<file path="config.mk">
export PLATFORM = sky130hd
export DESIGN_NAME = lbsf_step
export DESIGN_NICKNAME = d
export VERILOG_FILES = /design/src/rtl/lbsf_pkg.sv /design/src/rtl/lbsf_step.sv
export SDC_FILE = /design/constraint.sdc
export NUM_CORES = 1
export LEC_CHECK = 0
export BUFFER_PORTS_ARGS = -buffer_cell sky130_fd_sc_hd__buf_2
export CAP_MARGIN = 25
export CORE_AREA = 3 3 52 54
export DETAILED_ROUTE_END_ITERATION = 10
export DIE_AREA = 0 0 55 57
export PLACE_DENSITY = 0.79
export SLEW_MARGIN = 15
export SYNTH_ARGS = -nofsm -noshare
export SYNTH_HDL_FRONTEND = slang
export SYNTH_SLANG_ARGS = --single-unit
</file>
<file path="constraint.sdc">
create_clock -name vclk -period 4.1
set_input_delay 0.82 -clock vclk [all_inputs]
set_output_delay 0.82 -clock vclk [all_outputs]
set_load 0.01 [all_outputs]
</file>
<file path="src/rtl/lbsf_pkg.sv">
// ----------------------------------------------------------------------------
// LED bouncing sprite fade engine package
// Word types, codes and register reset values shared by the engine's files.
// ----------------------------------------------------------------------------
package lbsf_pkg;

  localparam int POS_W     = 9;
  localparam int COLOR_W   = 24;
  localparam int CFG_IDX_W = 3;
  localparam int CFG_DAT_W = 24;

  // Action codes of an input word.
  localparam logic [1:0] ACT_RESTART = 2'd0;
  localparam logic [1:0] ACT_TICK    = 2'd1;
  localparam logic [1:0] ACT_READ    = 2'd2;

  // Configuration register indexes.
  localparam logic [CFG_IDX_W-1:0] REG_DECAY   = 3'd0;
  localparam logic [CFG_IDX_W-1:0] REG_COLOR_A = 3'd1;
  localparam logic [CFG_IDX_W-1:0] REG_COLOR_B = 3'd2;
  localparam logic [CFG_IDX_W-1:0] REG_LOW_END = 3'd3;
  localparam logic [CFG_IDX_W-1:0] REG_HIGH_END = 3'd4;

  // Register reset values.
  localparam logic [7:0]         DECAY_RST    = 8'd2;
  localparam logic [COLOR_W-1:0] COLOR_A_RST  = 24'hFF0000;
  localparam logic [COLOR_W-1:0] COLOR_B_RST  = 24'h00FF00;
  localparam logic [POS_W-1:0]   LOW_END_RST  = 9'd0;
  localparam logic [POS_W-1:0]   HIGH_END_RST = 9'd511;

  localparam logic [7:0] CHAN_MAX = 8'd255;

  typedef struct packed {
    logic [1:0]       action;
    logic [POS_W-1:0] pixel_index;
  } in_word_t;

  typedef struct packed {
    logic [COLOR_W-1:0] pixel_color;
    logic [POS_W-1:0]   sprite_a_place;
    logic [POS_W-1:0]   sprite_b_place;
  } out_word_t;

  // Position and direction of one sprite.
  typedef struct packed {
    logic [POS_W-1:0] pos;
    logic             down;
  } sprite_t;

  typedef enum logic [0:0] {
    ALU_FADE = 1'b0,
    ALU_ADD  = 1'b1
  } alu_op_t;

endpackage

</file>
<file path="src/rtl/lbsf_step.sv">
// ----------------------------------------------------------------------------
// Sprite step unit
// Moves a sprite one pixel and bounces it at the effective ends.
// ----------------------------------------------------------------------------
module lbsf_step (
  input  lbsf_pkg::sprite_t              cur,
  input  logic [lbsf_pkg::POS_W-1:0]     lo,
  input  logic [lbsf_pkg::POS_W-1:0]     hi,
  output lbsf_pkg::sprite_t              nxt
);

  logic signed [lbsf_pkg::POS_W+1:0] cur_s;
  logic signed [lbsf_pkg::POS_W+1:0] np_s;
  logic signed [lbsf_pkg::POS_W+1:0] lo_s;
  logic signed [lbsf_pkg::POS_W+1:0] hi_s;

  assign cur_s = $signed({2'b00, cur.pos});
  assign lo_s  = $signed({2'b00, lo});
  assign hi_s  = $signed({2'b00, hi});
  assign np_s  = cur.down ? cur_s - 11'sd1 : cur_s + 11'sd1;

  // The high end wins when both ends are hit, which covers equal ends.
  always_comb begin
    if (np_s >= hi_s) begin
      nxt.pos  = hi;
      nxt.down = ~cur.down;
    end else if (np_s <= lo_s) begin
      nxt.pos  = lo;
      nxt.down = ~cur.down;
    end else begin
      nxt.pos  = np_s[lbsf_pkg::POS_W-1:0];
      nxt.down = cur.down;
    end
  end

endmodule

</file>
# ---- After elaboration in Yosys (flattened, before gate mapping)
# Index checks and enable logic that the tools add are counted.
dict set report totals {
  register_bits 0
  inputBits 28
  output_inout_bits 10
}
dict set report classes {
  n_addsub 2
  magnitude_cmp 2
  n_mux 3
  bitwise_logic 1
}
# cell count
set op_table {}
lappend op_table {{$mux W10} 2}
lappend op_table {{$ge A11 B10 Y1} 1}
lappend op_table {{$le A11 B10 Y1} 1}
lappend op_table {{$mux W11} 1}
lappend op_table {{$add A9 B1 Y10 const B} 1}
lappend op_table {{$sub A9 B1 Y10 const B} 1}
lappend op_table {{$not A1 Y1} 1}

# ---- Longest topological paths before layout
# Gate-level depths: netlist of the first run.
dict set report logic_depth {
  depth_word 5
  ltp_mapped 13
  mapped_depth_nobuf 12
}

# ---- Worst setup path after synthesis of the first run
# No wires, ideal clock.
dict set report synth_timing {
  kind {input-to-output}
  from {in cur[0] (netlist bit)}
  to {out nxt[2] (netlist bit)}
  arrival_ns 3.482
  t_required_ns 3.280
  setup_slack_ns -0.202
  cell_stages 13
  n_path_buf 2
  cell_sequence {buf_6 > nor4b_2 > nor3b_4 > a22oi_1 > xnor2_1 > ha_1 > a211oi_1 > nor2_1 > a2111o_1 > o311ai_1 > buf_4 > nor2_1 > a311o_1}
}
# element line
set synth_rtl {}
lappend synth_rtl {{from (decl)} lbsf_step.sv:6} ;# input lbsf_pkg::sprite_t cur,
lappend synth_rtl {{to (decl)} lbsf_step.sv:9} ;# output lbsf_pkg::sprite_t nxt

==> results of run 1 <==
## metrics by stage
stage | util (%) | setup TNS, ns | power [uW]
floorplan | - | -0.2530 | 125.8
global placement | 64.15 | -2.525 | 209.7
detailed placement | 64.15 | -3.473 | 215.2
CTS | 75.47 | -1.807 | 254.6
global route | 77.80 | -4.026 | 295.5
finish | 77.80 | -2.144 | 271.9
## per-layer routing
layer,up-vias,global-route usage [%]
met4,0,4.514
met5,-,0
met2,49,45.10
met3,4,1.567
met1,673,30.13
li1,681,-
## cell usage after synthesis, types with 2 or more instances
library cell / instances / area share [%]
o21a_1: 2 / 1.5
o21ai_0: 7 / 3.5
o211ai_1: 4 / 3.0
xnor2_1: 6 / 5.2
nand2_1: 11 / 4.1
inv_1: 20 / 7.4
a211oi_1: 3 / 2.2
a31oi_1: 8 / 4.9
nor2_1: 11 / 4.1
nand4_1: 3 / 1.9
nor2b_1: 2 / 1.2
xor2_1: 3 / 2.6
nand3_1: 8 / 4.0
ha_1: 20 / 25
a21oi_1: 6 / 3.0
## worst max path at each step
| stage | start | end | slack (ns) |
|---|---|---|---|
| after detailed placement | cur[4] | nxt[3] | -0.40 |
| final | cur[4] | nxt[7] | -0.24 |
| after CTS | cur[4] | nxt[1] | -0.23 |
| after global routing | cur[4] | nxt[2] | -0.45 |
| after floorplan | cur[0] | nxt[2] | -0.08 |
| after global placement | cur[4] | nxt[3] | -0.28 |
## power by group
group	total (uW)	leakage (uW)	internal, uW	switching (uW)
combinational	272	0.000842	133	139
clock	0	0	0	0
sequential	0	0	0	0
## repair_timing
item,CTS,global route
setup endpoints to repair,10,10
resized for setup,30,9
pin swaps,19,7
buffers inserted,9,1
gates cloned,1,0
hold endpoints to repair,0,0
## logic make-up after synthesis
logic type,count (synthesis)
simple gates,46
compound gates,43
buf+inv,24
fa+ha+maj,20
xor+xnor,9
mux,1
## cell usage in the layout (no fill, tap or decap), types with 3 or more instances in the layout
cell type and n:
xnor2_1 4, nand3_1 7, a21oi_1 4, nor2_2 6
xor2_1 3, buf_2 36, nand2_1 9, a31oi_1 6
inv_1 20, buf_4 32, ha_4 6, o211ai_1 4
o21ai_0 6, ha_1 12, nand4_1 3, buf_6 4
nor2_1 5
## area by class of cell
class,count,area (um^2)
multi-input combinational,120,1164
tap,28,35.03
fill,169,500.5
timing repair buffer,73,480.5
inverter,20,75.07
==> summary.txt, run 1 <==
Synth
  – Compound-Gate Fraction of Synth Area: 28.77%
  – Largest family of logic cells by synthesized area: compound AO/OA/AOI/OAI gates
  – Unique cell type count in the Yosys netlist: 44
  – Yosys warning total: 0
  – Syn Inst Count: 143
  – Post-synthesis mux area share: 0.9877%
  – Syn Nets: 191
  – Synth Area in Simple Gates: 27.65%
  – Synth Cell Area: 0.001013 mm^2
  – Sequential area share after synthesis: 0%
  – Synth Area in Adders: 24.69%
  – Synth Area in XOR/XNOR: 7.778%
  – Syn Area/Cell: 7.087 um^2

Floorplan
  – I/O Pins: 38
  – Core Footprint: 0.002255 mm^2
  – Die X: 55 um
  – FP Rows: 17
  – Initial core utilization: 44.95%
  – Die Area: 0.003135 mm^2
  – Die Span Y: 57 um

Hold path
  – Worst Hold Path EP: nxt[4]
  – Min-Delay Startpoint: lo[3]
  – Worst Hold Depth: 4
  – Hold/Removal Path Class: primary input to output pin

Finish
  – CLK BUF: 0
  – Storage cell area: 0 um^2
  – Non-Filler Instances: 241
  – Layout cell share with drive strength beyond 1: 52.11%
  – # diodes: 0
  – Area growth from synthesis to layout: 73.09%
  – Design area: 0.001754 mm^2
  – Num sequential: 0
  – # nets final: 263

Critical path
  – Critical-path maximum fanout: 6
  – Slowest Stage Delay on Critical Path: 0.52 ns
  – CP cell instances: buf_8 -> nor4b_4 -> nor3b_4 -> a22oi_2 -> xnor2_2 -> ha_4 -> a211oi_2 -> o21ai_1 -> a2111o_1 -> o311ai_4 -> buf_6 -> nor2_2 -> a31oi_1 -> buf_2
  – Crit Path Category: primary input to output pin
  – Cell family with most CP delay: compound AO/OA/AOI/OAI gates
  – Cell depth of the worst setup path: 14
  – CP startpoint kind: primary input
  – WP data required: 3.28 ns
  – Worst Path Arrival: 3.52 ns
  – Slowest cell on the critical path: a2111o_1
  – Crit. End Element: output pin
  – CP bufs+invs: 3

Route
  – WL per Instance: 15.87 um
  – DRC viols: 0
  – Met3 Wirelength: 188 um
  – Starting DRC count in detailed routing: 27
  – Vias per cell: 5.838
  – Routed length on met2: 2014 um
  – Routed via count: 1407
  – Router iterations before antenna repair: 4
  – Wire length on met1: 1591 um
  – Final wirelength: 3825 um
  – ANT nets after route: 0
  – Top sig layer: met4

Place
  – GPL Wtd Cong: 0.9662
  – Place WS: -0.3987 ns
  – Post-placement cell count: 231
  – Dpl cell area: 0.001446 mm^2
  – Port Buf Inserts: 38
  – Post-DP HPWL: 2866 um

STA
  – Max Freq: 230.2 MHz
  – PnR worst setup slack: -0.2442 ns
  – RSZ-0062 raised after global routing: yes
  – Hold Fails Final Rpt: 0
  – Max-slew violations: 0
  – Hold Slack: 2.003 ns
  – Period utilization: 106.0%
  – Relative slew margins: 72.20%
  – Final setup vio count: 10
  – Minimum clock period: 4.344 ns
  – Worst slew pin tran: 0.4132 ns

Outcome
  – Failing checks: setup timing
  – Outcome: finished, violations left

Global routing
  – Vias in the first global route: 1374
  – Gr ovfl total: 0
  – Initial antenna violation count: 0
  – Pin count of the biggest net entering global routing: 10
  – Total track usage: 24.45%
  – First-pass GRT wire length: 5996 um

Power and ir drop
  – Maximum vdd drop: 0.00009644 V
  – Leakage power: 0.0008425 uW
  – PwrDens: 155.0 mW/mm^2

Clocking
  – Hold-fix buffers, CTS: 0

Job
  – Max-Cap Viols: 0
Power figures use the tool's default switching activity.
==> inputs of run 2 (changes only) <==
--- a/config.mk
+++ b/config.mk
@@ -10,7 +10,7 @@
 export CORE_AREA = 3 3 52 54
 export DETAILED_ROUTE_END_ITERATION = 10
 export DIE_AREA = 0 0 55 57
-export PLACE_DENSITY = 0.79
+export PLACE_DENSITY_LB_ADDON = 0.1
 export SLEW_MARGIN = 15
 export SYNTH_ARGS = -nofsm -noshare
 export SYNTH_HDL_FRONTEND = slang
==> summary.txt, run 2 (synthesis gave the netlist of run 1 again) <==
Route
  – ANT nets after route: 0
  – Starting DRC count in detailed routing: 46
  – DRC viols: 0
  – Final wirelength: 4133 um
  – Router iterations before antenna repair: 4
  – WL per Instance: 16.60 um
  – Vias per cell: 5.823
  – Routed via count: 1450

STA
  – Hold Fails Final Rpt: 0
  – Period utilization: 106.5%
  – Max Freq: 228.9 MHz
  – Max-slew violations: 0
  – Minimum clock period: 4.368 ns
  – Relative slew margins: 65.37%
  – Total Neg Setup Slack: -2.285 ns
  – Worst slew pin tran: 0.5147 ns
  – PnR worst setup slack: -0.2683 ns
  – RSZ-0062 raised after global routing: yes
  – Final setup vio count: 10

Hold path
  – Hold/Removal Path Class: primary input to output pin

Critical path
  – Crit. End Element: output pin
  – Worst Path Arrival: 3.55 ns
  – Critical-path maximum fanout: 5
  – CP cell instances: buf_6 -> nor4b_4 -> nor3b_4 -> a31oi_1 -> xnor2_1 -> ha_1 -> a211oi_2 -> o21ai_1 -> o21ai_2 -> buf_4 -> a2111oi_4 -> buf_4 -> xnor2_1 -> buf_2
  – CP bufs+invs: 4
  – WP data required: 3.28 ns
  – Slowest Stage Delay on Critical Path: 0.34 ns
  – CP startpoint kind: primary input
  – Slowest cell on the critical path: ha_1
  – Cell family with most CP delay: compound AO/OA/AOI/OAI gates
  – Crit Path Category: primary input to output pin

Place
  – Dpl cell area: 0.001506 mm^2
  – GPL Wtd Cong: 0.8759
  – Port Buf Inserts: 38
  – Place WS: -0.3779 ns
  – Post-DP HPWL: 2925 um

Finish
  – Area growth from synthesis to layout: 74.07%
  – Layout cell share with drive strength beyond 1: 53.39%
  – CLK BUF: 0
  – Storage cell area: 0 um^2
  – Num sequential: 0
  – # diodes: 0
  – Leading cell type in the layout, fill and taps excluded: buf_4
  – Design area: 0.001764 mm^2
  – # nets final: 271
  – Most frequent cells in the layout: 40 x buf_4, 36 x buf_2, 20 x inv_1

Floorplan
  – Die Area: 0.003135 mm^2
  – FP Rows: 17
  – Initial core utilization: 44.95%
  – I/O Pins: 38
  – Die Span Y: 57 um
  – Die X: 55 um
  – Core Footprint: 0.002255 mm^2

Outcome
  – Failing checks: setup timing
  – Outcome: finished, violations left

Global routing
  – Initial antenna violation count: 0
  – Vias in the first global route: 1441
  – Gr ovfl total: 0
  – Total track usage: 26.88%
  – First-pass GRT wire length: 6479 um
  – Pin count of the biggest net entering global routing: 10

Power and ir drop
  – Maximum vdd drop: 0.0001294 V
  – Overall Power: 280.5 uW
  – Leakage power: 0.0008737 uW
  – PwrDens: 159.0 mW/mm^2

Job
  – Max-Cap Viols: 0
[run 2: cell types whose count changed in the layout (fill, tap and decap cells not counted), sizes merged]
cell,delta
buf,+8
[run 2: cell type report]
class | instances | area, um^2
Tap cell | 28 | 35.03
Fill cell | 151 | 490.5
Inverter | 20 | 75.07
Multi-Input combinational cell | 120 | 1117
Timing Repair Buffer | 81 | 536.8
[run 2: through the flow]
step | util, % | hold slack, ns | cells
after detailed placement | 66.81 | 1.972 | 239
after global placement | 66.81 | 1.966 | 239
after floorplan | - | 1.785 | 143
after CTS | 75.08 | 1.974 | 248
final | 78.25 | 1.964 | 249
after global routing | 78.25 | 1.985 | 249
[run 2: final timing paths]
path               start     end  slack (ns)  cells after the start
setup / recovery  cur[4]  nxt[0]       -0.27                     14
hold / removal    cur[0]  nxt[0]        1.96                      3
[run 2: routing by layer]
metal / routed length, um / vias up / track usage, %
li1: - / 698 / -
met5: 0 / - / 0
met1: 1724 / 681 / 34.12
met2: 2139 / 62 / 48.82
met3: 172 / 9 / 1.567
met4: 97 / 0 / 4.514
[run 2: power breakdown]
part	internal (uW)	switching, uW
clock network	0	0
logic	138	142
registers	0	0
total	138	142
[run 2: worst min-delay path, cell delays in order]
cell,delay [ns]
buf_2,0.12
xnor2_1,0.07
buf_2,0.13
[run 2: repair_timing]
item                       CTS  global route
setup endpoints to repair   10            10
resized for setup           22            15
buffers inserted             8             1
hold buffers                 0             0
pin swaps                   18             8
gates cloned                 1             0
