## config.mk

```make
export PLATFORM = sky130hd
export DESIGN_NAME = lbsf_alu
export DESIGN_NICKNAME = d
export VERILOG_FILES = /design/src/rtl/lbsf_pkg.sv /design/src/rtl/lbsf_alu.sv
export SDC_FILE = /design/constraint.sdc
export NUM_CORES = 1
export LEC_CHECK = 0
export ABC_AREA = 1
export BUFFER_PORTS_ARGS = -buffer_cell sky130_fd_sc_hd__buf_2
export CAP_MARGIN = 40
export CORE_MARGIN = 2
export CORE_UTILIZATION = 60
export DETAILED_ROUTE_END_ITERATION = 16
export PLACE_DENSITY_LB_ADDON = 0.25
export SLEW_MARGIN = 5
export SYNTH_ARGS = -nofsm -noshare
export SYNTH_HDL_FRONTEND = slang
export SYNTH_SLANG_ARGS = --single-unit
```

## constraint.sdc

```tcl
create_clock -name vclk -period 3.1
set_clock_uncertainty 0.2 [all_clocks]
set_input_delay 0.155 -clock vclk [all_inputs]
set_output_delay 0.155 -clock vclk [all_outputs]
set_load 0.1 [all_outputs]
```

## src/rtl/lbsf_pkg.sv

```systemverilog
// ----------------------------------------------------------------------------
// LED bouncing sprite fade engine package
// Word types, codes and register reset values shared by the engine's files.
// ----------------------------------------------------------------------------
package lbsf_pkg;

  localparam int POS_W     = 9;
  localparam int COLOR_W   = 24;
  localparam int CFG_IDX_W = 3;
  localparam int CFG_DAT_W = 24;

  // Action codes of an input word.
  localparam logic [1:0] ACT_RESTART = 2'd0;
  localparam logic [1:0] ACT_TICK    = 2'd1;
  localparam logic [1:0] ACT_READ    = 2'd2;

  // Configuration register indexes.
  localparam logic [CFG_IDX_W-1:0] REG_DECAY   = 3'd0;
  localparam logic [CFG_IDX_W-1:0] REG_COLOR_A = 3'd1;
  localparam logic [CFG_IDX_W-1:0] REG_COLOR_B = 3'd2;
  localparam logic [CFG_IDX_W-1:0] REG_LOW_END = 3'd3;
  localparam logic [CFG_IDX_W-1:0] REG_HIGH_END = 3'd4;

  // Register reset values.
  localparam logic [7:0]         DECAY_RST    = 8'd2;
  localparam logic [COLOR_W-1:0] COLOR_A_RST  = 24'hFF0000;
  localparam logic [COLOR_W-1:0] COLOR_B_RST  = 24'h00FF00;
  localparam logic [POS_W-1:0]   LOW_END_RST  = 9'd0;
  localparam logic [POS_W-1:0]   HIGH_END_RST = 9'd511;

  localparam logic [7:0] CHAN_MAX = 8'd255;

  typedef struct packed {
    logic [1:0]       action;
    logic [POS_W-1:0] pixel_index;
  } in_word_t;

  typedef struct packed {
    logic [COLOR_W-1:0] pixel_color;
    logic [POS_W-1:0]   sprite_a_place;
    logic [POS_W-1:0]   sprite_b_place;
  } out_word_t;

  // Position and direction of one sprite.
  typedef struct packed {
    logic [POS_W-1:0] pos;
    logic             down;
  } sprite_t;

  typedef enum logic [0:0] {
    ALU_FADE = 1'b0,
    ALU_ADD  = 1'b1
  } alu_op_t;

endpackage

```

## src/rtl/lbsf_alu.sv

```systemverilog
// ----------------------------------------------------------------------------
// Pixel channel unit
// Saturating per-channel subtract (fade) or add (sprite colour) on one pixel.
// ----------------------------------------------------------------------------
module lbsf_alu (
  input  lbsf_pkg::alu_op_t                op,
  input  logic [lbsf_pkg::COLOR_W-1:0]     pixel,
  input  logic [lbsf_pkg::COLOR_W-1:0]     operand,
  output logic [lbsf_pkg::COLOR_W-1:0]     result
);

  always_comb begin
    logic [7:0] c;
    logic [7:0] o;
    logic [8:0] s;
    result = '0;
    s      = '0;
    for (int ch = 0; ch < 3; ch++) begin
      c = pixel[ch*8 +: 8];
      o = operand[ch*8 +: 8];
      if (op == lbsf_pkg::ALU_FADE) begin
        result[ch*8 +: 8] = (c > o) ? c - o : 8'd0;
      end else begin
        s = {1'b0, c} + {1'b0, o};
        result[ch*8 +: 8] = s[8] ? lbsf_pkg::CHAN_MAX : s[7:0];
      end
    end
  end

endmodule

```

**Word level (Yosys, flattened, before mapping)**

Cells that the tools add are included.

- Word-level logic and storage cells: 18
- Latch bits: 0
- Input port bits: 49
- RAM bits: 0
- Output and inout port bits: 24
- Register bits: 0
- ROM bits: 0
- Memories kept: 0

- $lt $le $gt $ge: 3
- Mux-type cells: 9
- Multipliers: 0
- Divide/modulo/power cells: 0
- Add/sub/neg operators: 6
- Equality and inequality tests: 0
- Reduce and logical (&&, ||, !) cells: 0
- Shifts and indexed selects: 0
- Bitwise logic cells: 0

Operator list:

| cell | number |
|---|---|
| 8-bit two-way mux | 9 |
| 8-bit by 8-bit adder with 9-bit output | 3 |
| 8-bit greater-than comparator | 3 |
| 8-bit subtractor | 3 |

**Logic depth before layout (Yosys ltp)**

Gate-level depths: netlist (run 1).

- Depth in word-level cells: 3
- Gate-level depth with buffers: 12
- Gate-level depth less buffers: 12

**Worst setup path after synthesis (run 1)**

No wires, ideal clock.

- Path kind: input to output
- Start: input port operand[10] in the netlist's numbering
- End: output port result[8] in the netlist's numbering
- Path slack: 0.274 ns
- Path buffers: 1
- Arrival: 2.471 ns
- Required time: 2.745 ns
- Stages on the path: 12
- Cell sequence: inv_1 > ha_1 > buf_2 > inv_1 > nand2_1 > nand2_1 > nand2_2 > nor2_4 > nor2_8 > nor2_1 > nor2_1 > nor2_1

- Word-level cells in the longest chain between the ends: 3
- Elaborated cells on any way between the ends: 5
- Those cells by class: add/sub (1); order compare (1); mux (3)

Ends and longest elaborated chain:

| what | line | source |
|---|---|---|
| start, declared | lbsf_alu.sv:8 | `input logic [lbsf_pkg::COLOR_W-1:0] operand,` |
| 8-bit by 8-bit adder with 9-bit output or 8-bit greater-than comparator (tied branches) | lbsf_alu.sv:24, lbsf_alu.sv:22 |  |
| 8-bit two-way mux, on equally long branches | lbsf_alu.sv:25, lbsf_alu.sv:22 |  |
| 8-bit two-way mux * | lbsf_alu.sv:21 | `if (op == lbsf_pkg::ALU_FADE) begin` |
| end, declared | lbsf_alu.sv:9 | `output logic [lbsf_pkg::COLOR_W-1:0] result` |

Mark *: on every way between the ends. The rest lies on a longest branch, timed or not.

**Final worst setup path (run 1)**

- Start: input port operand[13] in the netlist's numbering
- End: output port result[12] in the netlist's numbering

The elaborated chain is that of the path after synthesis.

==> impl_results.html, run 1 <==
<table>
<tr><th>Metric</th><th>Value</th></tr>
<tr><th colspan="2">Final layout</th></tr>
<tr><td>Clock buffer cells</td><td>0</td></tr>
<tr><td>Share of final-layout standard cells stronger than drive strength 1</td><td>17.8%</td></tr>
<tr><td>Reg area</td><td>0 um2</td></tr>
<tr><td>Seq cells</td><td>0</td></tr>
<tr><td>Synthesis-to-layout area growth</td><td>13.4%</td></tr>
<tr><td>Number of antenna diodes</td><td>0</td></tr>
<tr><td>Fin nets</td><td>667</td></tr>
<tr><th colspan="2">Worst setup path</th></tr>
<tr><td>Worst-path cell with the longest stage delay</td><td>sky130_fd_sc_hd__ha_1</td></tr>
<tr><td>Dominant cell type by count on the critical path</td><td>sky130_fd_sc_hd__nand2_1</td></tr>
<tr><td>Category of cells accounting for the largest share of critical-path delay</td><td>simple AND/OR/NAND/NOR gates</td></tr>
<tr><td>Cells along the critical path</td><td>buf_2, inv_1, ha_1, inv_2, nor3_2, nand2_1, nand3_1, nand2_1, nor2_2, nand2_1, nand2_1, buf_2</td></tr>
<tr><td>Data arrival time of the worst path</td><td>2090 ps</td></tr>
<tr><td>Sort of element at the end of the critical path</td><td>primary output</td></tr>
<tr><td>Setup Crit Path Kind</td><td>in2out</td></tr>
<tr><td>Crit-path max FO</td><td>9</td></tr>
<tr><td>Nature of the critical path startpoint</td><td>input pin</td></tr>
<tr><td>Number of buffer and inverter stages on the critical path</td><td>4</td></tr>
<tr><td>Largest incremental delay on the critical path</td><td>440 ps</td></tr>
<tr><td>Required time of the critical path</td><td>2740 ps</td></tr>
<tr><th colspan="2">Yosys</th></tr>
<tr><td>Post-synthesis sequential area ratio</td><td>0%</td></tr>
<tr><td>Cell with the most instances after synthesis</td><td>sky130_fd_sc_hd__nand2_1</td></tr>
<tr><td>Biggest area consumer among synthesized cells</td><td>sky130_fd_sc_hd__nand2_1</td></tr>
<tr><td>Commonest cells post-synth</td><td>185 x sky130_fd_sc_hd__nand2_1, 76 x sky130_fd_sc_hd__inv_1, 57 x sky130_fd_sc_hd__nand3_1</td></tr>
<tr><td>Post-synthesis cell count</td><td>500</td></tr>
<tr><td>Post-synth top area share</td><td>25.4%</td></tr>
<tr><td>Count of synthesis-stage warnings from yosys</td><td>0</td></tr>
<tr><td>Mean cell area of the mapped netlist</td><td>5.47 um2</td></tr>
<tr><td>Top area cells in the synthesized netlist</td><td>sky130_fd_sc_hd__nand2_1 25%, sky130_fd_sc_hd__ha_1 22%, sky130_fd_sc_hd__nand3_1 10%</td></tr>
<tr><td>Count of cell types in the netlist</td><td>28</td></tr>
<tr><td>Synthesized cell area</td><td>2740 um2</td></tr>
<tr><td>Number of nets produced by synthesis</td><td>603</td></tr>
<tr><th colspan="2">Die</th></tr>
<tr><td>Core footprint</td><td>4380 um2</td></tr>
<tr><td>Std cell rows</td><td>24</td></tr>
<tr><td>Die Ht</td><td>71.5 um</td></tr>
<tr><td>Effective utilization at floorplan</td><td>62.4%</td></tr>
<tr><td>Die W</td><td>71.5 um</td></tr>
<tr><td>Number of top-level design ports</td><td>73</td></tr>
<tr><td>Floorplan die area</td><td>5110 um2</td></tr>
<tr><th colspan="2">Clock tree</th></tr>
<tr><td>Post-cts hold buffer count</td><td>0</td></tr>
<tr><td>Number of buffers inserted by post-CTS setup repair</td><td>0</td></tr>
<tr><td>Post-CTS resize count</td><td>0</td></tr>
<tr><th colspan="2">Drt</th></tr>
<tr><td>Drt first pass iters</td><td>5</td></tr>
<tr><td>Wire length per cell</td><td>11.1 um</td></tr>
<tr><td>Remaining DRCs</td><td>0</td></tr>
<tr><td>Final wirelength</td><td>6840 um</td></tr>
<tr><td>Starting DRT DRC Count</td><td>202</td></tr>
<tr><td>Final ANT Viol Nets</td><td>0</td></tr>
<tr><td>Mean number of vias per cell</td><td>5.30</td></tr>
<tr><td>Vias</td><td>3253</td></tr>
<tr><th colspan="2">Power</th></tr>
<tr><td>Power per standard cell area</td><td>314 nW/um2</td></tr>
<tr><td>Reported leakage power</td><td>0.00198 uW</td></tr>
<tr><td>VDD IR-drop max</td><td>227 uV</td></tr>
<tr><th colspan="2">Timing</th></tr>
<tr><td>Unrepaired setup endpoints after global routing</td><td>false</td></tr>
<tr><td>Final WS setup</td><td>651 ps</td></tr>
<tr><td>Worst hold-check slack</td><td>784 ps</td></tr>
<tr><td>Worst Tran Pin Value</td><td>588 ps</td></tr>
<tr><td>Fin. max-slew vios</td><td>0</td></tr>
<tr><td>Final critical path time including I/O delays and setup</td><td>2450 ps</td></tr>
<tr><td>Count of endpoints failing setup in the final report</td><td>0</td></tr>
<tr><td>Worst relative slew slack</td><td>60.8%</td></tr>
<tr><td>Final clock period utilization by the worst path</td><td>79.0%</td></tr>
<tr><td>Final number of hold-violating endpoints</td><td>0</td></tr>
<tr><td>Highest Clock Rate</td><td>0.408 GHz</td></tr>
<tr><td>Sum of negative setup slack</td><td>0 ps</td></tr>
<tr><th colspan="2">Run status</th></tr>
<tr><td>Outcome</td><td>finished, final reports clean</td></tr>
<tr><th colspan="2">Min path</th></tr>
<tr><td>Worst min-delay path startpoint</td><td>operand[0]</td></tr>
<tr><td>Hold path endpoint</td><td>result[0]</td></tr>
<tr><td>Number of cells on the worst hold path</td><td>6</td></tr>
<tr><td>Min-delay worst type</td><td>in2out</td></tr>
<tr><th colspan="2">Placement</th></tr>
<tr><td>Number of buffer cells added on primary ports</td><td>73</td></tr>
<tr><td>Gpl congestion</td><td>0.937</td></tr>
<tr><td>Estimated wirelength of the detail-placed design</td><td>5760 um</td></tr>
<tr><td>Worst slack at placement</td><td>666 ps</td></tr>
<tr><th colspan="2">Global routing</th></tr>
<tr><td>Wire length of the first global-routing pass</td><td>11900 um</td></tr>
<tr><td>Overflow after GRT</td><td>0</td></tr>
<tr><td>Largest net degree at the start of global routing</td><td>29</td></tr>
<tr><td>All-Layer GR Usage</td><td>27.1%</td></tr>
<tr><td>Initial antenna violation count</td><td>0</td></tr>
<tr><td>Vias in the first global route</td><td>2948</td></tr>
<tr><th colspan="2">Job</th></tr>
<tr><td>Max-Cap Viols</td><td>0</td></tr>
</table>
## stage by stage
stage | area (um2) | total power (uW) | util [%] | std cells
floorplan | 2740 | 791 | - | 500
global placement | 3100 | 954 | 70.7 | 614
detailed placement | 3100 | 965 | 70.7 | 614
CTS | 3100 | 968 | 70.7 | 614
global route | 3100 | 1060 | 70.7 | 614
finish | 3100 | 974 | 70.7 | 614
## cell usage in the layout (no fill, tap or decap)
cell type / netlist / routed
sky130_fd_sc_hd__or2_4: 2 / 2
sky130_fd_sc_hd__nor2_4: 4 / 4
sky130_fd_sc_hd__buf_2: 6 / 73
sky130_fd_sc_hd__inv_1: 76 / 76
sky130_fd_sc_hd__fa_1: 6 / 6
sky130_fd_sc_hd__a21oi_2: 1 / 1
sky130_fd_sc_hd__xor2_1: 7 / 7
sky130_fd_sc_hd__nor3_2: 3 / 3
sky130_fd_sc_hd__and2_1: 2 / 2
sky130_fd_sc_hd__nand3b_1: 1 / 1
sky130_fd_sc_hd__nor2_2: 3 / 3
sky130_fd_sc_hd__o21ai_1: 8 / 8
sky130_fd_sc_hd__o21ai_2: 1 / 1
sky130_fd_sc_hd__nand2_1: 185 / 185
sky130_fd_sc_hd__nor2_8: 2 / 2
sky130_fd_sc_hd__nand3_2: 3 / 3
sky130_fd_sc_hd__o21ai_0: 4 / 4
sky130_fd_sc_hd__nor2_1: 38 / 38
sky130_fd_sc_hd__nor3_1: 3 / 3
sky130_fd_sc_hd__ha_1: 48 / 48
sky130_fd_sc_hd__xnor2_1: 2 / 2
sky130_fd_sc_hd__inv_2: 5 / 5
sky130_fd_sc_hd__nand3_1: 57 / 57
sky130_fd_sc_hd__o21bai_1: 3 / 3
sky130_fd_sc_hd__a21oi_1: 22 / 22
sky130_fd_sc_hd__nand2_2: 3 / 3
## kinds of logic (layout without fill, tap and decap cells)
| kind of cell | Yosys count | count (layout) | synth area share [%] |
|---|---|---|---|
| and+or+nand+nor | 306 | 306 | 49.6 |
| xor gates and xnor gates | 9 | 9 | 2.88 |
| adders and majority gates | 54 | 54 | 26.3 |
| AOI/OAI and AO/OA | 39 | 39 | 7.69 |
| buffers and inverters | 92 | 154 | 13.4 |
## layer usage
| metal | routed length (um) | track usage [%] |
|---|---|---|
| met1 | 3200 | 37.0 |
| met2 | 3220 | 49.0 |
| met3 | 367 | 0.844 |
| met4 | 53 | 2.94 |
| met5 | 0 | 0 |
## final cells by class
| cell class | count | area [um2] |
|---|---|---|
| multi-input cells | 408 | 2370 |
| fillers | 417 | 1280 |
| repair buffers | 73 | 365 |
| inverters | 81 | 304 |
| well taps | 52 | 65.1 |
## report_power, final
group	switching, uW	leakage (uW)	internal (uW)	total, uW
logic	736	0.00198	238	974
clock network	0	0	0	0
registers	0	0	0	0
total	736	0.00198	238	974
## how the worst max path moves through the flow
stage	from	endpoint	slack, ps	cells after the start
finish	operand[13]	result[12]	650	12
global route	operand[21]	result[22]	480	12
CTS	operand[21]	result[21]	660	12
detailed placement	operand[21]	result[21]	670	12
global placement	operand[21]	result[21]	660	12
floorplan	operand[10]	result[8]	270	12
Note: power is estimated with default switching activity, not from simulation.
==> inputs of run 2 (changes only) <==
ABC_AREA = 0   (was 1)
CORE_UTILIZATION = 50   (was 60)
clock period = 2.25 ns   (was 3.1 ns; I/O delays follow)
==> run 2 against run 1 <==
Effect of this change: the flow now stops in clock tree synthesis (4_1_cts); area after synthesis decreased by 8.7%; synthesized cell count decreased by 29%.
==> impl_results.html, run 2 <==
<table>
<tr><th>Metric</th><th>Value</th></tr>
<tr><th colspan="2">Run status</th></tr>
<tr><td>Outcome</td><td>stopped before the end (was finished, final reports clean)</td></tr>
<tr><td>Tool error</td><td>[ERROR DPL-0038] Utilization greater than 100%, impossible to legalize</td></tr>
<tr><td>Stage where the run ended</td><td>clock tree synthesis (4_1_cts)</td></tr>
<tr><th colspan="2">Yosys</th></tr>
<tr><td>Count of cell types in the netlist</td><td>60 (was 28)</td></tr>
<tr><td>Count of synthesis-stage warnings from yosys</td><td>0 (unchanged)</td></tr>
<tr><td>Commonest cells post-synth</td><td>48 x sky130_fd_sc_hd__ha_1, 48 x sky130_fd_sc_hd__inv_1, 27 x sky130_fd_sc_hd__o21ai_0 (was 185 x sky130_fd_sc_hd__nand2_1, 76 x sky130_fd_sc_hd__inv_1, 57 x sky130_fd_sc_hd__nand3_1)</td></tr>
<tr><td>Post-synthesis cell count</td><td>356 (was 500)</td></tr>
<tr><td>Number of nets produced by synthesis</td><td>459 (was 603)</td></tr>
<tr><td>Synthesized cell area</td><td>2500 um2 (was 2740 um2)</td></tr>
<tr><td>Top area cells in the synthesized netlist</td><td>sky130_fd_sc_hd__ha_1 24%, sky130_fd_sc_hd__inv_1 7.2%, sky130_fd_sc_hd__o21ai_0 5.4% (was sky130_fd_sc_hd__nand2_1 25%, sky130_fd_sc_hd__ha_1 22%, sky130_fd_sc_hd__nand3_1 10%)</td></tr>
<tr><td>Mean cell area of the mapped netlist</td><td>7.01 um2 (was 5.47 um2)</td></tr>
<tr><td>Biggest area consumer among synthesized cells</td><td>sky130_fd_sc_hd__ha_1 (was sky130_fd_sc_hd__nand2_1)</td></tr>
<tr><td>Post-synth top area share</td><td>24.1% (was 25.4%)</td></tr>
<tr><td>Post-synthesis sequential area ratio</td><td>0% (unchanged)</td></tr>
<tr><th colspan="2">Placement</th></tr>
<tr><td>Worst slack at placement</td><td>-485 ps (was 666 ps)</td></tr>
<tr><td>Estimated wirelength of the detail-placed design</td><td>8460 um (was 5760 um)</td></tr>
<tr><td>Gpl congestion</td><td>0.990 (was 0.937)</td></tr>
<tr><td>Number of buffer cells added on primary ports</td><td>73 (unchanged)</td></tr>
<tr><td>Cell area reported after detailed placement</td><td>4300 um2 (was 3100 um2)</td></tr>
<tr><th colspan="2">Clock tree</th></tr>
<tr><td>Number of buffers inserted by post-CTS setup repair</td><td>10 (was 0)</td></tr>
<tr><td>Post-CTS resize count</td><td>152 (was 0)</td></tr>
<tr><td>Post-cts hold buffer count</td><td>0 (unchanged)</td></tr>
<tr><th colspan="2">Die</th></tr>
<tr><td>Number of top-level design ports</td><td>73 (unchanged)</td></tr>
<tr><td>Die Ht</td><td>74.7 um (was 71.5 um)</td></tr>
<tr><td>Die W</td><td>74.7 um (was 71.5 um)</td></tr>
<tr><td>Effective utilization at floorplan</td><td>52.5% (was 62.4%)</td></tr>
<tr><td>Std cell rows</td><td>25 (was 24)</td></tr>
</table>
[run 2: changes by cell type after synthesis, moves of 10 or more]
cell,previous run,this run
sky130_fd_sc_hd__a21o_1,0,10
sky130_fd_sc_hd__inv_1,76,48
sky130_fd_sc_hd__nand2_1,185,21
sky130_fd_sc_hd__nand3_1,57,6
sky130_fd_sc_hd__nor2_1,38,24
sky130_fd_sc_hd__o21ai_0,4,27
[run 2: cells by family after synthesis]
logic type,Yosys count,synth area share [%]
AND/OR/NAND/NOR,92,18.4
AO/OA/AOI/OAI,122,34.0
XOR/XNOR,18,6.32
adder cells (fa/ha/maj),54,28.9
multiplexers,4,1.75
buffers and inverters,66,10.6
[run 2: through the flow]
step	instances	setup TNS (ps)
after global placement	589	-6650
after detailed placement	589	-9050
after floorplan	356	-1580
==> inputs of run 3 (changes only) <==
CORE_UTILIZATION = 40   (was 50)
PLACE_DENSITY_LB_ADDON = 0.15   (was 0.25)
clock period = 2.9 ns   (was 2.25 ns; I/O delays follow)
==> run 3 against run 2 <==
Effect of this change: the run now ends clean; area after synthesis unchanged; synthesized cell count stayed put.
==> impl_results.html, run 3 <==
<table>
<tr><th>Metric</th><th>Value</th></tr>
<tr><th colspan="2">Timing</th></tr>
<tr><td>Fin. max-slew vios</td><td>0</td></tr>
<tr><td>Final WS setup</td><td>163 ps</td></tr>
<tr><td>Unrepaired setup endpoints after global routing</td><td>false</td></tr>
<tr><td>Worst Tran Pin Value</td><td>614 ps</td></tr>
<tr><td>Final clock period utilization by the worst path</td><td>94.4%</td></tr>
<tr><td>Final critical path time including I/O delays and setup</td><td>2740 ps</td></tr>
<tr><td>Count of endpoints failing setup in the final report</td><td>0</td></tr>
<tr><td>Highest Clock Rate</td><td>0.365 GHz</td></tr>
<tr><td>Sum of negative setup slack</td><td>0 ps</td></tr>
<tr><td>Worst relative slew slack</td><td>58.6%</td></tr>
<tr><td>Final number of hold-violating endpoints</td><td>0</td></tr>
<tr><th colspan="2">Yosys</th></tr>
<tr><td>Mean cell area of the mapped netlist</td><td>7.01 um2 (unchanged)</td></tr>
<tr><td>Top area cells in the synthesized netlist</td><td>sky130_fd_sc_hd__ha_1 24%, sky130_fd_sc_hd__inv_1 7.2%, sky130_fd_sc_hd__o21ai_0 5.4% (unchanged)</td></tr>
<tr><td>Number of nets produced by synthesis</td><td>459 (unchanged)</td></tr>
<tr><td>Post-synthesis cell count</td><td>356 (unchanged)</td></tr>
<tr><td>Complex-gate fraction of the synthesized area</td><td>34.0% (unchanged)</td></tr>
<tr><td>Post-synth top area share</td><td>24.1% (unchanged)</td></tr>
<tr><td>Adder-cell share of the synthesized area</td><td>28.9% (unchanged)</td></tr>
<tr><td>Count of synthesis-stage warnings from yosys</td><td>0 (unchanged)</td></tr>
<tr><td>Synthesized cell area</td><td>2500 um2 (unchanged)</td></tr>
<tr><td>Biggest area consumer among synthesized cells</td><td>sky130_fd_sc_hd__ha_1 (unchanged)</td></tr>
<tr><td>Largest family of logic cells by synthesized area</td><td>compound AO/OA/AOI/OAI gates (unchanged)</td></tr>
<tr><td>Count of cell types in the netlist</td><td>60 (unchanged)</td></tr>
<tr><td>Portion of netlist area occupied by mux cells</td><td>1.75% (unchanged)</td></tr>
<tr><td>Post-synthesis sequential area ratio</td><td>0% (unchanged)</td></tr>
<tr><td>Commonest cells post-synth</td><td>48 x sky130_fd_sc_hd__ha_1, 48 x sky130_fd_sc_hd__inv_1, 27 x sky130_fd_sc_hd__o21ai_0 (unchanged)</td></tr>
<tr><td>Share of synthesized cell area in and, or, nand and nor gates</td><td>18.4% (unchanged)</td></tr>
<tr><td>Parity-gate share of the synthesized area counting xor and xnor cells</td><td>6.32% (unchanged)</td></tr>
<tr><th colspan="2">Clock tree</th></tr>
<tr><td>Number of buffers inserted by post-CTS setup repair</td><td>0 (was 10)</td></tr>
<tr><td>Post-CTS resize count</td><td>0 (was 152)</td></tr>
<tr><td>Post-cts hold buffer count</td><td>0 (unchanged)</td></tr>
<tr><th colspan="2">Final layout</th></tr>
<tr><td>Seq cells</td><td>0</td></tr>
<tr><td>Synthesis-to-layout area growth</td><td>28.1%</td></tr>
<tr><td>Share of final-layout standard cells stronger than drive strength 1</td><td>27.6%</td></tr>
<tr><td>Number of antenna diodes</td><td>0</td></tr>
<tr><td>Clock buffer cells</td><td>0</td></tr>
<tr><td>Commonest cells after routing, fill and taps aside</td><td>63 x sky130_fd_sc_hd__buf_2, 48 x sky130_fd_sc_hd__inv_1, 48 x sky130_fd_sc_hd__ha_1</td></tr>
<tr><td>Final Cell Area</td><td>3200 um2</td></tr>
<tr><td>Fin nets</td><td>522</td></tr>
<tr><td>Reg area</td><td>0 um2</td></tr>
<tr><td>Most common cell after layout, fill and taps aside</td><td>sky130_fd_sc_hd__buf_2</td></tr>
<tr><th colspan="2">Global routing</th></tr>
<tr><td>Initial antenna violation count</td><td>0</td></tr>
<tr><td>Vias in the first global route</td><td>2410</td></tr>
<tr><td>Overflow after GRT</td><td>0</td></tr>
<tr><td>All-Layer GR Usage</td><td>17.7%</td></tr>
<tr><td>Largest net degree at the start of global routing</td><td>34</td></tr>
<tr><td>Wire length of the first global-routing pass</td><td>10800 um</td></tr>
<tr><th colspan="2">Die</th></tr>
<tr><td>Number of top-level design ports</td><td>73 (unchanged)</td></tr>
<tr><td>Std cell rows</td><td>28 (was 25)</td></tr>
<tr><td>Core footprint</td><td>5990 um2</td></tr>
<tr><td>Die W</td><td>83.0 um (was 74.7 um)</td></tr>
<tr><td>Effective utilization at floorplan</td><td>41.7% (was 52.5%)</td></tr>
<tr><td>Floorplan die area</td><td>6890 um2</td></tr>
<tr><td>Die Ht</td><td>83.0 um (was 74.7 um)</td></tr>
<tr><th colspan="2">Drt</th></tr>
<tr><td>Routed length on met2</td><td>2920 um</td></tr>
<tr><td>Remaining DRCs</td><td>0</td></tr>
<tr><td>Detailed-routing wirelength on met1</td><td>3110 um</td></tr>
<tr><td>Wire length per cell</td><td>13.1 um</td></tr>
<tr><td>Vias</td><td>2688</td></tr>
<tr><td>Top metal layer carrying routed signals</td><td>met4</td></tr>
<tr><td>Routed met3 length</td><td>363 um</td></tr>
<tr><td>Drt first pass iters</td><td>4</td></tr>
<tr><td>Final wirelength</td><td>6440 um</td></tr>
<tr><td>Mean number of vias per cell</td><td>5.46</td></tr>
<tr><td>Starting DRT DRC Count</td><td>151</td></tr>
<tr><td>Final ANT Viol Nets</td><td>0</td></tr>
<tr><th colspan="2">Placement</th></tr>
<tr><td>Worst slack at placement</td><td>92.9 ps (was -485 ps)</td></tr>
<tr><td>Cell area reported after detailed placement</td><td>3190 um2 (was 4300 um2)</td></tr>
<tr><td>Estimated wirelength of the detail-placed design</td><td>5480 um (was 8460 um)</td></tr>
<tr><td>Number of buffer cells added on primary ports</td><td>73 (unchanged)</td></tr>
<tr><td>Gpl congestion</td><td>0.903 (was 0.990)</td></tr>
<tr><th colspan="2">Worst setup path</th></tr>
<tr><td>Required time of the critical path</td><td>2560 ps</td></tr>
<tr><td>Nature of the critical path startpoint</td><td>input pin</td></tr>
<tr><td>Source of the critical timing path</td><td>pixel[8]</td></tr>
<tr><td>Setup Crit Path Kind</td><td>in2out</td></tr>
<tr><td>Crit-path max FO</td><td>5</td></tr>
<tr><td>Sort of element at the end of the critical path</td><td>primary output</td></tr>
<tr><td>Data arrival time of the worst path</td><td>2390 ps</td></tr>
<tr><td>Capture point of the critical path</td><td>result[15]</td></tr>
<tr><th colspan="2">Power</th></tr>
<tr><td>VDD IR-drop max</td><td>234 uV</td></tr>
<tr><td>Power per standard cell area</td><td>374 nW/um2</td></tr>
<tr><td>Power, Total</td><td>1190 uW</td></tr>
<tr><td>Reported leakage power</td><td>0.00160 uW</td></tr>
<tr><th colspan="2">Job</th></tr>
<tr><td>Max-Cap Viols</td><td>0</td></tr>
<tr><th colspan="2">Run status</th></tr>
<tr><td>Outcome</td><td>finished, final reports clean (was stopped before the end)</td></tr>
<tr><th colspan="2">Min path</th></tr>
<tr><td>Min-delay worst type</td><td>in2out</td></tr>
</table>
==> run 3: where the power goes <==
group / total [uW] / internal [uW] / switching, uW
logic: 1190 / 378 / 817
registers: 0 / 0 / 0
clock network: 0 / 0 / 0
total: 1190 / 378 / 817
==> run 3: routing by layer <==
layer | vias to the layer above | track usage [%]
met1 | 1212 | 25.5
li1 | 1382 | -
met3 | 6 | 1.09
met2 | 88 | 30.2
met4 | 0 | 1.19
met5 | - | 0
==> run 3: cell families (layout without fill, tap and decap cells) <==
group | count (synthesis) | in the layout
simple gates | 92 | 92
xor+xnor | 18 | 18
compound gates | 122 | 122
fa+ha+maj | 54 | 54
mux | 4 | 4
buf+inv | 66 | 127
==> run 3: worst min path at each step <==
stage | endpoint | depth (start not counted) | start
6_report | result[0] | 4 | operand[0]
5_1_grt | result[6] | 3 | op
4_1_cts | result[8] | 4 | operand[8]
3_5_place_dp | result[8] | 4 | operand[8]
3_3_place_gp | result[0] | 4 | operand[0]
2_1_floorplan | result[8] | 2 | operand[8]
==> run 3: final cells by class <==
type / count / area [um2]
fillers: 576 / 2790
inverters: 49 / 184
multi-input cells: 290 / 2370
well taps: 75 / 93.8
repair buffers: 78 / 553
==> run 3: per-stage QoR <==
stage	hold WS (ps)	util, %	instances
after floorplan	493	-	356
final	677	53.4	492
after global routing	719	53.4	492
after CTS	687	53.3	492
after global placement	671	53.3	492
after detailed placement	684	53.3	492
==> run 3: worst max-delay path, stage by stage <==
cell and delay (ps):
sky130_fd_sc_hd__buf_2 110, sky130_fd_sc_hd__inv_1 50, sky130_fd_sc_hd__ha_1 140, sky130_fd_sc_hd__inv_1 60, sky130_fd_sc_hd__fa_1 410, sky130_fd_sc_hd__a21o_1 180
sky130_fd_sc_hd__a21o_1 210, sky130_fd_sc_hd__a211o_1 330, sky130_fd_sc_hd__and2_1 200, sky130_fd_sc_hd__nor2_2 210, sky130_fd_sc_hd__nor3_4 70, sky130_fd_sc_hd__buf_2 290
